[src/pgr_pkg.sv]
// ----------------------------------------------------------------------------
// pgr_pkg
// Shared types and constants of the pan gesture recognizer.
// ----------------------------------------------------------------------------
package pgr_pkg;

	localparam int COORD_BITS_DEF = 12;
	localparam int MAX_TOUCHES    = 4;
	localparam int ID_LANES       = 4;
	localparam int LANE_LIMIT     = (MAX_TOUCHES < ID_LANES) ? MAX_TOUCHES : ID_LANES;
	localparam int CNT_W          = $clog2(ID_LANES + 1);
	localparam int ID_W           = 8;
	localparam int VEL_W          = 16;
	localparam int THRESH_W       = 26;
	localparam logic [THRESH_W-1:0] THRESH_RESET = THRESH_W'(100);
	localparam logic [ID_W-1:0]     NO_TOUCH     = '1;

	localparam int APB_AW = 3;
	localparam int APB_DW = 32;
	localparam logic REG_THRESH = 1'b0;

	typedef enum logic [2:0] {
		KIND_BEGIN   = 3'd0,
		KIND_END     = 3'd1,
		KIND_MOVE    = 3'd2,
		KIND_CANCEL  = 3'd3,
		KIND_RELEASE = 3'd4
	} kind_t;

	typedef enum logic [1:0] {
		GS_BEGAN     = 2'd0,
		GS_CHANGED   = 2'd1,
		GS_ENDED     = 2'd2,
		GS_CANCELLED = 2'd3
	} gesture_t;

	typedef struct packed {
		logic hit;         // id equals tracked touch
		logic cancel_hit;  // hit, and lane within the touch count
	} lane_hit_t;

	typedef struct packed {
		logic             load;
		logic [CNT_W-1:0] count;
	} out_load_t;

endpackage

[src/pgr_if.sv]
// ----------------------------------------------------------------------------
// pgr_evt_if / pgr_rpt_if
// Valid/ready channels for touch events and gesture reports.
// ----------------------------------------------------------------------------
interface pgr_evt_if #(
	parameter int COORD_BITS = pgr_pkg::COORD_BITS_DEF
);
	logic                                valid;
	logic                                ready;
	logic [2:0]                          kind;
	logic [2:0]                          touch_count;
	logic signed [pgr_pkg::ID_W-1:0]     touch_id_0;
	logic signed [pgr_pkg::ID_W-1:0]     touch_id_1;
	logic signed [pgr_pkg::ID_W-1:0]     touch_id_2;
	logic signed [pgr_pkg::ID_W-1:0]     touch_id_3;
	logic [COORD_BITS-1:0]               pos_x_in;
	logic [COORD_BITS-1:0]               pos_y_in;
	logic signed [pgr_pkg::VEL_W-1:0]    vel_x_in;
	logic signed [pgr_pkg::VEL_W-1:0]    vel_y_in;

	modport source (
		output valid, kind, touch_count, touch_id_0, touch_id_1, touch_id_2, touch_id_3,
		output pos_x_in, pos_y_in, vel_x_in, vel_y_in,
		input  ready
	);
	modport sink (
		input  valid, kind, touch_count, touch_id_0, touch_id_1, touch_id_2, touch_id_3,
		input  pos_x_in, pos_y_in, vel_x_in, vel_y_in,
		output ready
	);
endinterface

interface pgr_rpt_if #(
	parameter int COORD_BITS = pgr_pkg::COORD_BITS_DEF
);
	logic                              valid;
	logic                              ready;
	logic [1:0]                        gesture_state;
	logic signed [COORD_BITS:0]        report_x;
	logic signed [COORD_BITS:0]        report_y;
	logic signed [pgr_pkg::VEL_W-1:0]  report_vel_x;
	logic signed [pgr_pkg::VEL_W-1:0]  report_vel_y;
	logic                              last_of_run;

	modport source (
		output valid, gesture_state, report_x, report_y, report_vel_x, report_vel_y,
		output last_of_run,
		input  ready
	);
	modport sink (
		input  valid, gesture_state, report_x, report_y, report_vel_x, report_vel_y,
		input  last_of_run,
		output ready
	);
endinterface

[src/pan_gesture_recognizer.sv]
// ----------------------------------------------------------------------------
// pan_gesture_recognizer
// Tracks one touch and reports pan gestures (began, changed, ended,
// cancelled) from a stream of touch events.
// ----------------------------------------------------------------------------
//  channel  dir  handshake          carries
//  evt      in   valid/ready        one touch event per request
//  rpt      out  valid/ready        one gesture report per request
//  apb      in   psel/penable       distance_threshold_sq at byte address 0
//
//  An event is decided in the cycle it is accepted; its reports appear on
//  rpt from the next cycle. One event per cycle while rpt keeps up.
//  A cancel with k matching lanes holds evt while the report register
//  replays its k copies. Events without reports pass even then only
//  once the register is free or frees that cycle.
//  Reset clears tracking and loads the threshold with 100; no clearing pass.
// ----------------------------------------------------------------------------
module pan_gesture_recognizer #(
	parameter int COORD_BITS = pgr_pkg::COORD_BITS_DEF
) (
	input  logic                         clk,
	input  logic                         arst_n,
	pgr_evt_if.sink                      evt,
	pgr_rpt_if.source                    rpt,
	input  logic                         psel,
	input  logic                         penable,
	input  logic                         pwrite,
	input  logic [pgr_pkg::APB_AW-1:0]   paddr,
	input  logic [pgr_pkg::APB_DW-1:0]   pwdata,
	output logic [pgr_pkg::APB_DW-1:0]   prdata,
	output logic                         pready
);
	import pgr_pkg::*;

	localparam int D2_W  = 2 * COORD_BITS + 2;
	localparam int CMP_W = (D2_W > THRESH_W) ? D2_W : THRESH_W;

	// configuration
	logic [THRESH_W-1:0] thresh_q;

	assign pready = 1'b1;
	assign prdata = (paddr[2] == REG_THRESH) ? APB_DW'(thresh_q) : '0;

	always_ff @(posedge clk or negedge arst_n) begin
		if (!arst_n) begin
			thresh_q <= THRESH_RESET;
		end else if (psel && penable && pwrite && pready && (paddr[2] == REG_THRESH)) begin
			thresh_q <= pwdata[THRESH_W-1:0];
		end
	end

	// tracking state
	logic [ID_W-1:0]       tracked_q;
	logic [COORD_BITS-1:0] org_x_q;
	logic [COORD_BITS-1:0] org_y_q;
	logic                  recog_q;
	logic                  nyr_q;

	// id lanes
	logic [ID_W-1:0]  ids [ID_LANES];
	lane_hit_t        hits [ID_LANES];
	logic [ID_LANES-1:0] cancel_vec;

	assign ids[0] = evt.touch_id_0;
	assign ids[1] = evt.touch_id_1;
	assign ids[2] = evt.touch_id_2;
	assign ids[3] = evt.touch_id_3;

	for (genvar i = 0; i < ID_LANES; i++) begin : g_lane
		pgr_lane u_lane (
			.id        (ids[i]),
			.tracked_id(tracked_q),
			.enable    ((i < LANE_LIMIT) && (32'(evt.touch_count) > i)),
			.result    (hits[i])
		);
		assign cancel_vec[i] = hits[i].cancel_hit;
	end

	// distance check
	logic signed [COORD_BITS:0] dx, dy;
	logic [D2_W-1:0]            dx2, dy2, d2;
	logic                       far;

	assign dx  = $signed({1'b0, evt.pos_x_in}) - $signed({1'b0, org_x_q});
	assign dy  = $signed({1'b0, evt.pos_y_in}) - $signed({1'b0, org_y_q});
	// square at full width so the product cannot wrap at the delta width
	assign dx2 = $unsigned(D2_W'(dx) * D2_W'(dx));
	assign dy2 = $unsigned(D2_W'(dy) * D2_W'(dy));
	assign d2  = dx2 + dy2;
	assign far = CMP_W'(d2) > CMP_W'(thresh_q);

	// decision and merge
	logic                       take;
	logic                       can_take;
	out_load_t                  ld;
	logic [1:0]                 gs;
	logic signed [COORD_BITS:0] rx, ry;
	logic signed [VEL_W-1:0]    vx, vy;
	logic [ID_W-1:0]            tracked_d;
	logic [COORD_BITS-1:0]      org_x_d, org_y_d;
	logic                       recog_d, nyr_d, do_cancel;

	assign evt.ready = can_take;
	assign take      = evt.valid && can_take;

	always_comb begin
		tracked_d = tracked_q;
		org_x_d   = org_x_q;
		org_y_d   = org_y_q;
		recog_d   = recog_q;
		nyr_d     = nyr_q;
		ld.count  = '0;
		gs        = GS_CANCELLED;
		rx        = '0;
		ry        = '0;
		vx        = '0;
		vy        = '0;
		do_cancel = 1'b0;
		unique case (evt.kind)
			KIND_BEGIN: begin
				if (!evt.touch_id_0[ID_W-1]) begin
					org_x_d   = evt.pos_x_in;
					org_y_d   = evt.pos_y_in;
					tracked_d = evt.touch_id_0;
				end
			end
			KIND_END: begin
				if (hits[0].hit && recog_q) begin
					ld.count = CNT_W'(1);
					gs       = GS_ENDED;
					rx       = $signed({1'b0, evt.pos_x_in});
					ry       = $signed({1'b0, evt.pos_y_in});
					vx       = evt.vel_x_in;
					vy       = evt.vel_y_in;
					nyr_d    = 1'b1;
					recog_d  = 1'b0;
				end
			end
			KIND_MOVE: begin
				if (evt.touch_count != 3'd1) begin
					do_cancel = 1'b1;
				end else if (hits[0].hit && far) begin
					ld.count = CNT_W'(1);
					gs       = (!recog_q || nyr_q) ? GS_BEGAN : GS_CHANGED;
					rx       = dx;
					ry       = dy;
					vx       = evt.vel_x_in;
					vy       = evt.vel_y_in;
					recog_d  = 1'b1;
					nyr_d    = 1'b0;
					org_x_d  = evt.pos_x_in;
					org_y_d  = evt.pos_y_in;
				end
			end
			KIND_CANCEL: begin
				do_cancel = 1'b1;
			end
			KIND_RELEASE: begin
				recog_d   = 1'b0;
				nyr_d     = 1'b1;
				tracked_d = NO_TOUCH;
			end
			default: begin
			end
		endcase
		// cancel merges the lane hits into a repeat count
		if (do_cancel && recog_q) begin
			ld.count  = CNT_W'($countones(cancel_vec));
			gs        = GS_CANCELLED;
			nyr_d     = 1'b1;
			recog_d   = 1'b0;
			tracked_d = NO_TOUCH;
		end
		ld.load = take && (ld.count != '0);
	end

	always_ff @(posedge clk or negedge arst_n) begin
		if (!arst_n) begin
			tracked_q <= NO_TOUCH;
			org_x_q   <= '0;
			org_y_q   <= '0;
			recog_q   <= 1'b0;
			nyr_q     <= 1'b1;
		end else if (take) begin
			tracked_q <= tracked_d;
			org_x_q   <= org_x_d;
			org_y_q   <= org_y_d;
			recog_q   <= recog_d;
			nyr_q     <= nyr_d;
		end
	end

	pgr_out #(
		.COORD_BITS(COORD_BITS)
	) u_out (
		.clk     (clk),
		.arst_n  (arst_n),
		.ld      (ld),
		.gs      (gs),
		.rx      (rx),
		.ry      (ry),
		.vx      (vx),
		.vy      (vy),
		.can_take(can_take),
		.rpt     (rpt)
	);

endmodule

[src/pgr_lane.sv]
// ----------------------------------------------------------------------------
// pgr_lane
// One id lane: compares a touch id against the tracked touch.
// ----------------------------------------------------------------------------
module pgr_lane (
	input  logic [pgr_pkg::ID_W-1:0] id,
	input  logic [pgr_pkg::ID_W-1:0] tracked_id,
	input  logic                     enable,
	output pgr_pkg::lane_hit_t       result
);
	import pgr_pkg::*;

	// a negative tracked id means no touch and matches nothing
	assign result.hit        = !tracked_id[ID_W-1] && (id == tracked_id);
	assign result.cancel_hit = result.hit && enable;

endmodule

[src/pgr_out.sv]
// ----------------------------------------------------------------------------
// pgr_out
// Report register: holds one report and replays it count times,
// flagging the final copy.
// ----------------------------------------------------------------------------
module pgr_out #(
	parameter int COORD_BITS = pgr_pkg::COORD_BITS_DEF
) (
	input  logic                            clk,
	input  logic                            arst_n,
	input  pgr_pkg::out_load_t              ld,
	input  logic [1:0]                      gs,
	input  logic signed [COORD_BITS:0]      rx,
	input  logic signed [COORD_BITS:0]      ry,
	input  logic signed [pgr_pkg::VEL_W-1:0] vx,
	input  logic signed [pgr_pkg::VEL_W-1:0] vy,
	output logic                            can_take,
	pgr_rpt_if.source                       rpt
);
	import pgr_pkg::*;

	logic [CNT_W-1:0]           cnt_q;
	logic [1:0]                 gs_q;
	logic signed [COORD_BITS:0] rx_q;
	logic signed [COORD_BITS:0] ry_q;
	logic signed [VEL_W-1:0]    vx_q;
	logic signed [VEL_W-1:0]    vy_q;
	logic                       fire;

	assign fire     = rpt.valid && rpt.ready;
	// free now, or the last pending copy leaves this cycle
	assign can_take = (cnt_q == '0) || ((cnt_q == CNT_W'(1)) && rpt.ready);

	always_ff @(posedge clk or negedge arst_n) begin
		if (!arst_n) begin
			cnt_q <= '0;
		end else if (ld.load) begin
			cnt_q <= ld.count;
		end else if (fire) begin
			cnt_q <= cnt_q - CNT_W'(1);
		end
	end

	always_ff @(posedge clk) begin
		if (ld.load) begin
			gs_q <= gs;
			rx_q <= rx;
			ry_q <= ry;
			vx_q <= vx;
			vy_q <= vy;
		end
	end

	assign rpt.valid         = (cnt_q != '0);
	assign rpt.last_of_run   = (cnt_q == CNT_W'(1));
	assign rpt.gesture_state = gs_q;
	assign rpt.report_x      = rx_q;
	assign rpt.report_y      = ry_q;
	assign rpt.report_vel_x  = vx_q;
	assign rpt.report_vel_y  = vy_q;

endmodule
[src/flat_wrapper.sv]
// flat-port wrapper written by rule: the top's interface ports become plain ports
module pan_gesture_recognizer_flat import pgr_pkg::*;
#(
	parameter int COORD_BITS = pgr_pkg::COORD_BITS_DEF
)
  (clk, arst_n, psel, penable, pwrite, paddr, pwdata, prdata, pready, evt_valid, evt_kind, evt_touch_count, evt_touch_id_0, evt_touch_id_1, evt_touch_id_2, evt_touch_id_3, evt_pos_x_in, evt_pos_y_in, evt_vel_x_in, evt_vel_y_in, evt_ready, rpt_valid, rpt_gesture_state, rpt_report_x, rpt_report_y, rpt_report_vel_x, rpt_report_vel_y, rpt_last_of_run, rpt_ready);
  pgr_evt_if #(.COORD_BITS(COORD_BITS)) evt_i ();
  pgr_rpt_if #(.COORD_BITS(COORD_BITS)) rpt_i ();
  input  logic clk;
  input  logic arst_n;
  input  logic psel;
  input  logic penable;
  input  logic pwrite;
  input  logic [pgr_pkg::APB_AW-1:0] paddr;
  input  logic [pgr_pkg::APB_DW-1:0] pwdata;
  output logic [pgr_pkg::APB_DW-1:0] prdata;
  output logic pready;
  input wire logic [$bits(evt_i.valid)-1:0] evt_valid;
  input wire logic [$bits(evt_i.kind)-1:0] evt_kind;
  input wire logic [$bits(evt_i.touch_count)-1:0] evt_touch_count;
  input wire logic [$bits(evt_i.touch_id_0)-1:0] evt_touch_id_0;
  input wire logic [$bits(evt_i.touch_id_1)-1:0] evt_touch_id_1;
  input wire logic [$bits(evt_i.touch_id_2)-1:0] evt_touch_id_2;
  input wire logic [$bits(evt_i.touch_id_3)-1:0] evt_touch_id_3;
  input wire logic [$bits(evt_i.pos_x_in)-1:0] evt_pos_x_in;
  input wire logic [$bits(evt_i.pos_y_in)-1:0] evt_pos_y_in;
  input wire logic [$bits(evt_i.vel_x_in)-1:0] evt_vel_x_in;
  input wire logic [$bits(evt_i.vel_y_in)-1:0] evt_vel_y_in;
  output wire logic [$bits(evt_i.ready)-1:0] evt_ready;
  output wire logic [$bits(rpt_i.valid)-1:0] rpt_valid;
  output wire logic [$bits(rpt_i.gesture_state)-1:0] rpt_gesture_state;
  output wire logic [$bits(rpt_i.report_x)-1:0] rpt_report_x;
  output wire logic [$bits(rpt_i.report_y)-1:0] rpt_report_y;
  output wire logic [$bits(rpt_i.report_vel_x)-1:0] rpt_report_vel_x;
  output wire logic [$bits(rpt_i.report_vel_y)-1:0] rpt_report_vel_y;
  output wire logic [$bits(rpt_i.last_of_run)-1:0] rpt_last_of_run;
  input wire logic [$bits(rpt_i.ready)-1:0] rpt_ready;
  assign evt_i.valid = evt_valid;
  assign evt_i.kind = evt_kind;
  assign evt_i.touch_count = evt_touch_count;
  assign evt_i.touch_id_0 = evt_touch_id_0;
  assign evt_i.touch_id_1 = evt_touch_id_1;
  assign evt_i.touch_id_2 = evt_touch_id_2;
  assign evt_i.touch_id_3 = evt_touch_id_3;
  assign evt_i.pos_x_in = evt_pos_x_in;
  assign evt_i.pos_y_in = evt_pos_y_in;
  assign evt_i.vel_x_in = evt_vel_x_in;
  assign evt_i.vel_y_in = evt_vel_y_in;
  assign evt_ready = evt_i.ready;
  assign rpt_valid = rpt_i.valid;
  assign rpt_gesture_state = rpt_i.gesture_state;
  assign rpt_report_x = rpt_i.report_x;
  assign rpt_report_y = rpt_i.report_y;
  assign rpt_report_vel_x = rpt_i.report_vel_x;
  assign rpt_report_vel_y = rpt_i.report_vel_y;
  assign rpt_last_of_run = rpt_i.last_of_run;
  assign rpt_i.ready = rpt_ready;
  pan_gesture_recognizer #(.COORD_BITS(COORD_BITS)) u_core (.clk(clk), .arst_n(arst_n), .evt(evt_i), .rpt(rpt_i), .psel(psel), .penable(penable), .pwrite(pwrite), .paddr(paddr), .pwdata(pwdata), .prdata(prdata), .pready(pready));
endmodule
[config.mk]
export PLATFORM = sky130hd
export DESIGN_NAME = pan_gesture_recognizer_flat
export DESIGN_NICKNAME = d
export VERILOG_FILES = /design/src/pgr_pkg.sv /design/src/pgr_if.sv /design/src/pan_gesture_recognizer.sv /design/src/pgr_lane.sv /design/src/pgr_out.sv /design/src/flat_wrapper.sv
export SDC_FILE = /design/constraint.sdc
export NUM_CORES = 1
export LEC_CHECK = 0
export BUFFER_PORTS_ARGS = -buffer_cell sky130_fd_sc_hd__buf_4
export CORE_ASPECT_RATIO = 2
export CORE_MARGIN = 2
export CORE_UTILIZATION = 55
export CTS_BUF_LIST = sky130_fd_sc_hd__clkbuf_8
export CTS_CLUSTER_SIZE = 14
export DETAILED_ROUTE_END_ITERATION = 10
export GPL_TIMING_DRIVEN = 0
export PLACE_DENSITY = 0.77
export RECOVER_POWER = 100
export SLEW_MARGIN = 20
export SYNTH_ARGS = -nofsm -noshare
export SYNTH_HDL_FRONTEND = slang
export SYNTH_SLANG_ARGS = --single-unit
[constraint.sdc]
create_clock -name clk -period 28.8 [get_ports clk]
set_input_delay 1.44 -clock clk [delete_from_list [all_inputs] [get_ports clk]]
set_output_delay 1.44 -clock clk [all_outputs]
set_load 0.05 [all_outputs]
==> flow_summary.ini, run 1 <==
[run_status]
status = complete, but fails checks
violations = capacitance limit, slew limit

[synthesis]
synth_edf_count = 60
synth.area.top_cells = fa_1 (36%), ha_1 (11%), edfxtp_1 (9.6%), inv_1 (9.5%), dfrtp_1 (6.8%)
synth.most_common_cell = inv_1
synthFlopType = edfxtp_1
ys_seq_area_share_pct = 18.02
synth_common_cells = inv_1 (478), fa_1 (339), ha_1 (165), nand2_1 (149), nor2_1 (127)
yosysWarnings = 0
synth_top_area_share_pct = 36.05
synth.largest_area_cell = fa_1
syn_area_per_cell_sq_um = 9.945
synth_cells = 1893
synthArstFlopShare_pct = 51.22
ys_ff_latch = 123
synth_area_sq_um = 18830
ys_types = 69

[detailed_routing]
wl_mm = 50.93
postRouteAntennaNets = 0
drc = 0
drt-initial-drc-count = 682
avgViaCountPerCell = 5.421
firstDrtPassIters = 8
wl_per_cell_um = 19.66
dr_total_vias = 14040

[worst_setup_path]
critPathKind = input pin to flip-flop
startpoint_type = input pin
slowest_delay_ns = 2.31
crit_arrival_ns = 17.59
crit_slowest_cell = a2111oi_0
cp_data_required_time_ns = 29.03
endpoint_kind = flip-flop
crit_fanout = 54
cpMostUsedCell = fa_1

[place]
place_congestion = 0.9233
dpl.hpwl_mm = 42.27
port_buffers = 214
pre_cts_ws_ns = 14.76

[clock_tree]
tritoncts = yes
cts_hold_buffers = 0
cts_resized = 0
root_buffer = clkbuf_8
cts_buffers = 17
path_clk_slew_ns = 0.09
clock-sinks = 123
clockBufferDepth = 2
clk_latency_ns = 0.50
post_cts_buffers = 0
cts_max_level = 4

[final_layout]
area_growth_syn_to_layout_pct = 11.47
utilization_pct = 62.39
fin_nets = 2774
layout-drive-gt1-share_pct = 10.48

[grt]
antenna_found_initial = 7
met1_usage_pct = 28.68
track_usage_pct = 30.28
busiest_layer = met2
grt.met2_usage_pct = 56.39
grt_max_degree = 64
grt_pass1_wl_mm = 80.71
grt_pass1_vias = 16000
overflow = 0
grtUsageMet3_pct = 3.774

[die]
fp.dieH_um = 265.7
fp.dieW_um = 134.8
num_rows = 95
die_area_sq_um = 35820
core_sq_um = 33640
design.portCount = 232
start_util_pct = 55.97

[sta]
tightestPinTransition_ns = 3.858
post-route-period-util_pct = 60.30
finalSetupTns_ns = 0
fin_worst_skew_ns = 0.03075
setup_viol = 0
min_period_ns = 17.37
timing.final.hold_violations = 0
grt_setup_unrepaired = false
setup_ws_ns = 11.43
drv_slew = 128
clock.fmax_mhz = 57.58
timing.slew.headroom_pct = -157.2

[hold_path]
hp-class = flip-flop to flip-flop

[job]
cap_violations = 3
==> worst max-delay path, delay by kind of cell <==
| family | cells | cell delay [ns] |
|---|---|---|
| buffers and inverters | 9 | 3.23 |
| adders and majority gates | 10 | 4.50 |
| xor gates and xnor gates | 5 | 1.27 |
| and+or+nand+nor | 5 | 0.89 |
| AOI/OAI and AO/OA | 13 | 6.23 |
==> routing by layer <==
| layer | vias to the layer above | share of wire [%] |
|---|---|---|
| met5 | - | 0 |
| met4 | 0 | 9.9 |
| met3 | 241 | 4.2 |
| met2 | 500 | 55 |
| met1 | 7040 | 31 |
| li1 | 6260 | - |
==> path summary, 6_finish.rpt <==
check,startpoint,to,cells after the start,slack (ns)
worst max-delay path,evt_pos_x_in[0],u_core.u_out.cnt_q[2],42,11.43
worst min-delay path,u_core.org_y_q[6],u_core.org_y_q[6],1,0.50
worst max register to register,u_core.org_x_q[0],u_core.u_out.cnt_q[2],40,12.18
worst min register to register,u_core.org_y_q[6],u_core.org_y_q[6],1,0.50
max in group asynchronous,arst_n,u_core.org_y_q[0],1,24.32
min in group asynchronous,arst_n,u_core.thresh_q[22],1,2.27
==> metrics by stage <==
step	cells	hold slack, ns	instance area (sq um)
final	2590	0.5036	20990
after global routing	2590	0.5223	20990
after CTS	2583	0.5152	21460
after detailed placement	2551	0.4924	21070
after global placement	2549	0.4866	21000
after floorplan	1899	0.4793	18850
==> final cells by class <==
cell class              count  area [sq um]
diodes                      7         17.52
plain buffers              45         198.9
clock buffers              17         234.0
well taps                 436         545.5
fillers                  2847         12650
repair buffers            216          1272
inverters                 490          1839
clock inverters            15         147.6
flip-flops and latches    123          3393
multi-input cells        1241         13340
==> cell usage in the layout (no fill, tap or decap), types with 22 or more instances in the layout <==
cell type  Yosys  routed
a21o_1        22      22
a21oi_1       41      41
and2_0         0      23
and2_1        52      29
buf_4          8     131
clkbuf_1      29     128
dfrtp_1       51      51
edfxtp_1      60      60
fa_1         339     339
ha_1         165     165
inv_1        478     478
mux2_2        31      31
nand2_1      149     149
nor2_1       127     127
o21ai_0       38      38
xnor2_1       60      57
xor2_1        33      33
==> registers in the layout, summed over array words and instances (netlist names) <==
signal                          count
u_core.thresh_q                    26
u_core.u_out.cnt_q                  3
u_core.tracked_q                    8
u_core.u_out.rpt.report_vel_y      16
u_core.u_out.rpt.report_x          13
u_core.nyr_q                        1
u_core.u_out.rpt.report_y          13
u_core.u_out.rpt.gesture_state      2
u_core.org_x_q                     12
u_core.u_out.rpt.report_vel_x      16
u_core.org_y_q                     12
u_core.recog_q                      1
==> logic make-up (layout without fill, tap and decap cells) <==
family | count (synthesis) | after routing | share of synthesized area (%)
muxes | 52 | 52 | 3.476
buffers and inverters | 535 | 783 | 10.93
and+or+nand+nor | 416 | 416 | 10.11
DFF | 123 | 123 | 18.02
other | 2 | 15 | 0.03989
adders and majority gates | 504 | 504 | 47.01
xor gates and xnor gates | 93 | 93 | 4.326
AOI/OAI and AO/OA | 168 | 168 | 6.074
Power of run 1 is not shown: default switching activity piles up to over one toggle a cycle in this logic, so the estimate is an artifact.
==> inputs of run 2 (changes only) <==
--- a/config.mk
+++ b/config.mk
@@ -13,7 +13,7 @@
 export CTS_CLUSTER_SIZE = 14
 export DETAILED_ROUTE_END_ITERATION = 10
 export GPL_TIMING_DRIVEN = 0
-export PLACE_DENSITY = 0.77
+export PLACE_DENSITY = 0.8
 export RECOVER_POWER = 100
 export SLEW_MARGIN = 20
 export SYNTH_ARGS = -nofsm -noshare
==> constraint.sdc (replaced) <==
create_clock -name clk -period 14.1 [get_ports clk]
set_input_delay 0.705 -clock clk [delete_from_list [all_inputs] [get_ports clk]]
set_output_delay 0.705 -clock clk [all_outputs]
set_load 0.05 [all_outputs]
==> flow_summary.ini, run 2 (synthesis gave the netlist of run 1 again) <==
[die]
design.portCount = 232
fp.dieH_um = 265.7
start_util_pct = 55.97
num_rows = 95
die_area_sq_um = 35820
fp.dieW_um = 134.8
core_sq_um = 33640

[detailed_routing]
wl_mm = 50.50
postRouteAntennaNets = 0
avgViaCountPerCell = 5.445
dr_total_vias = 14090
drc = 0
wl_per_cell_um = 19.52
drt-initial-drc-count = 718
firstDrtPassIters = 5

[sta]
timing.slew.headroom_pct = -159.6
post-route-period-util_pct = 93.92
drv_slew = 64
clock.fmax_mhz = 75.51
timing.final.hold_violations = 0
min_period_ns = 13.24
fin_worst_skew_ns = 0.03634
tightestPinTransition_ns = 3.895
grt_setup_unrepaired = false
setup_viol = 0
finalSetupTns_ns = 0

[clock_tree]
root_buffer = clkbuf_8
clock-sinks = 123
tritoncts = yes
path_clk_slew_ns = 0.12
post_cts_buffers = 0
clk_latency_ns = 0.50
cts_hold_buffers = 0
clockBufferDepth = 2
cts_buffers = 17
cts_max_level = 4
cts_resized = 0

[final_layout]
fin_nets = 2774
max_flop_register = u_core.thresh_q
layout_commonest_cell = inv_1
mostFrequentLayoutCells = inv_1 (478), fa_1 (339), ha_1 (165)
multi_input_area_sq_um = 13350
largest_reg_flops = 26
n_fill_cell = 2862
seqCellArea_sq_um = 3393
area_growth_syn_to_layout_pct = 11.62
layout-drive-gt1-share_pct = 10.76

[worst_setup_path]
crit_arrival_ns = 13.47
cpMostUsedCell = fa_1
slowest_delay_ns = 0.63
crit_fanout = 10
crit_slowest_cell = xnor2_1
critPathKind = flip-flop to flip-flop
startpoint_type = flip-flop
endpoint_kind = flip-flop
cp_data_required_time_ns = 14.33

[grt]
track_usage_pct = 29.51
grt_pass1_wl_mm = 78.98
grt.met2_usage_pct = 54.77
grtUsageMet3_pct = 2.916
grt_pass1_vias = 15840
busiest_layer = met2
overflow = 0
grt_max_degree = 64
antenna_found_initial = 4
met1_usage_pct = 27.32

[hold_path]
hp-class = input pin to flip-flop

[job]
cap_violations = 1

[place]
port_buffers = 214
place_congestion = 0.9806
dpl.hpwl_mm = 42.45

[run_status]
violations = capacitance limit, slew limit
status = complete, but fails checks
==> run 2: cell count changes in the layout (fill, tap and decap cells not counted), sizes merged <==
cell,delta
inv,-5
buf,+3
clkbuf,-3
diode,-3
clkinv,+2
clkinvlp,+2
bufinv,+1
==> run 2: layout make-up <==
cell class | instances | share of cell area [%]
multi-input combinational | 1241 | 63.55
buffer | 45 | 0.9586
antenna | 4 | 0.04763
clock inverter | 15 | 0.6669
clock buffer | 17 | 1.113
inverter | 490 | 8.753
timing repair buffer | 216 | 6.168
tap | 436 | 2.596
sequential | 123 | 16.15
==> run 2: stage by stage <==
step	instance area [sq um]	utilization (%)	cells	worst slack [ns]	hold slack [ns]
after global placement	21000	62.43	2549	0.5596	0.4879
final	21010	62.47	2587	0.8572	0.4485
after CTS	21430	63.72	2583	1.153	0.3577
after floorplan	18850	-	1899	2.734	0.4094
after global routing	21010	62.47	2587	0.1270	0.4514
after detailed placement	21060	62.60	2551	0.6971	0.4930
==> run 2: critical path, delay by kind of cell, from the launching register on <==
kind	cells	cell delay (ns)
fa+ha+maj	10	4.54
compound gates	12	4.16
buf+inv	8	1.77
xor+xnor	5	1.27
simple gates	4	0.82
flops	1	0.38
==> run 2: path summary, 6_finish.rpt <==
kind	depth (start not counted)	end	slack, ns	from
worst max register to register	39	u_core.u_out.rpt.report_x[10]	0.86	u_core.org_x_q[0]
min in group asynchronous	1	u_core.thresh_q[19]	1.56	arst_n
worst max-delay path	39	u_core.u_out.rpt.report_x[10]	0.86	u_core.org_x_q[0]
worst min-delay path	2	u_core.thresh_q[9]	0.45	pwdata[9]
worst min register to register	1	u_core.org_x_q[6]	0.50	u_core.org_x_q[6]
max in group asynchronous	1	u_core.org_y_q[2]	10.33	arst_n
==> run 2: metal layers <==
metal / wire [um] / share of wire (%) / vias up
met5: 0 / 0 / -
met4: 5631 / 11 / 0
met3: 1874 / 3.7 / 231
met2: 27730 / 55 / 539
met1: 15260 / 30 / 7061
li1: - / - / 6255
Power of run 2 is left out for the same reason.
==> inputs of run 3 (changes only) <==
--- a/config.mk
+++ b/config.mk
@@ -18,4 +18,5 @@
 export SLEW_MARGIN = 20
 export SYNTH_ARGS = -nofsm -noshare
 export SYNTH_HDL_FRONTEND = slang
+export SYNTH_HIERARCHICAL = 1
 export SYNTH_SLANG_ARGS = --single-unit
==> flow_summary.ini, run 3 <==
[run_status]
status = complete, but fails checks
violations = capacitance limit, slew limit

[worst_setup_path]
timing.rr.start = u_core/org_x_q[0]
reg2reg_depth = 43
endpoint_kind = flip-flop
r2r_end = u_core/u_out/rpt.report_y[9]
slowest_delay_ns = 0.79
rrSetupSlack_ns = 0.68
cpMostUsedCell = fa_1
crit_fanout = 24
startpoint_type = input pin
critPathKind = input pin to flip-flop
crit_slowest_cell = nor4_1
cp_data_required_time_ns = 14.32
crit_arrival_ns = 13.70

[hold_path]
min_to = u_core/thresh_q[24]
hp-class = input pin to flip-flop
hold_start = pwdata[24]
whs_path_depth = 2

[sta]
clock.fmax_mhz = 74.21
setup_viol = 0
finalSetupTns_ns = 0
post-route-period-util_pct = 95.56
timing.slew.headroom_pct = -142.2
tightestPinTransition_ns = 3.633
timing.final.hold_violations = 0
min_period_ns = 13.47
fin_worst_skew_ns = 0.01976
grt_setup_unrepaired = false
drv_slew = 64

[die]
fp.dieH_um = 269.5
fp.dieW_um = 136.8
start_util_pct = 55.67
num_rows = 97
core_sq_um = 34830
die_area_sq_um = 36870
design.portCount = 232

[clock_tree]
post_cts_buffers = 0
clock-sinks = 123
path_clk_slew_ns = 0.10
cts_resized = 0
clk_latency_ns = 0.47
cts_hold_buffers = 0
tritoncts = yes
cts_buffers = 17
clockBufferDepth = 2
root_buffer = clkbuf_8
cts_max_level = 4

[grt]
grt_pass1_vias = 16840
antenna_found_initial = 3
overflow = 0
grt_pass1_wl_mm = 84.40
track_usage_pct = 30.28
grt_max_degree = 64

[detailed_routing]
postRouteAntennaNets = 0
wl_mm = 54.07
drt-initial-drc-count = 990
firstDrtPassIters = 7
wl_per_cell_um = 20.04
avgViaCountPerCell = 5.687
dr_total_vias = 15340
drc = 0

[final_layout]
n_fill_cell = 2909
mostFrequentLayoutCells = inv_1 (472), fa_1 (339), ha_1 (164)
layout_commonest_cell = inv_1
area_growth_syn_to_layout_pct = 11.86
largest_reg_flops = 26
fin_nets = 2876
layout-drive-gt1-share_pct = 11.20
max_flop_register = u_core/thresh_q
fin_cells = 2698

[job]
cap_violations = 1

[place]
place_congestion = 0.9517
dp.cells = 2663
port_buffers = 214
dpl.hpwl_mm = 45.15

[synthesis]
syn_area_per_cell_sq_um = 9.720
synth_cells = 1995
synth_area_sq_um = 19390
yosysWarnings = 6
run 3: cell types whose count changed in the layout (fill, tap and decap cells not counted), sizes merged, moves of 12 or more:
cell and delta:
and2 -45, nor2b +34, nor2 +29, a32oi +24, mux2 -23, and3 +20
o31ai +20, o21ai +19, nor3 +12, xor2 -12
run 3: worst max-delay path, delay by kind of cell:
family,cells,cell delay (ns)
xor gates and xnor gates,2,0.52
buffers and inverters,13,2.23
and+or+nand+nor,7,2.40
AOI/OAI and AO/OA,12,3.14
adders and majority gates,11,4.66
run 3: area by class of cell:
cell class              instances  area (sq um)  area share [%]
multi-input cells            1335         13910           64.12
diodes                          3         7.507         0.03461
clock buffers                  17         234.0           1.079
flip-flops and latches        123          3393           15.64
well taps                     445         556.8           2.567
clock inverters                15         147.6          0.6807
inverters                     484          1817           8.376
plain buffers                  59         287.8           1.327
repair buffers                217          1339           6.172
run 3: worst max path at each step:
stage	start	to	cells after the start
after floorplan	evt_pos_x_in[0]	u_core/u_out/cnt_q[2]	42
after global placement	evt_pos_x_in[0]	u_core/u_out/cnt_q[2]	43
after detailed placement	evt_pos_x_in[0]	u_core/u_out/rpt.report_x[11]	45
after CTS	evt_pos_x_in[0]	u_core/u_out/rpt.report_y[9]	45
after global routing	evt_pos_x_in[0]	u_core/u_out/rpt.report_y[8]	45
final	evt_pos_x_in[0]	u_core/u_out/rpt.report_y[9]	45
run 3: metal layers:
layer  wire (um)  part of all wire, %  track usage (%)
met2       29490                   55            55.12
met4        5698                   11            26.78
met3        3106                  5.7            4.343
met5           0                    0                0
met1       15770                   29            28.24
run 3: metrics by stage:
step / utilization [%] / area, sq um / hold slack, ns / setup WS, ns
global placement: 61.95 / 21580 / 0.4843 / -3.219
floorplan: - / 19410 / 0.4094 / 0.02027
CTS: 63.35 / 22070 / 0.3250 / 0.4666
global route: 62.27 / 21690 / 0.4464 / 0.2334
finish: 62.27 / 21690 / 0.4625 / 0.6256
detailed placement: 62.25 / 21680 / 0.4936 / 0.04561
Power of run 3 is left out for the same reason.
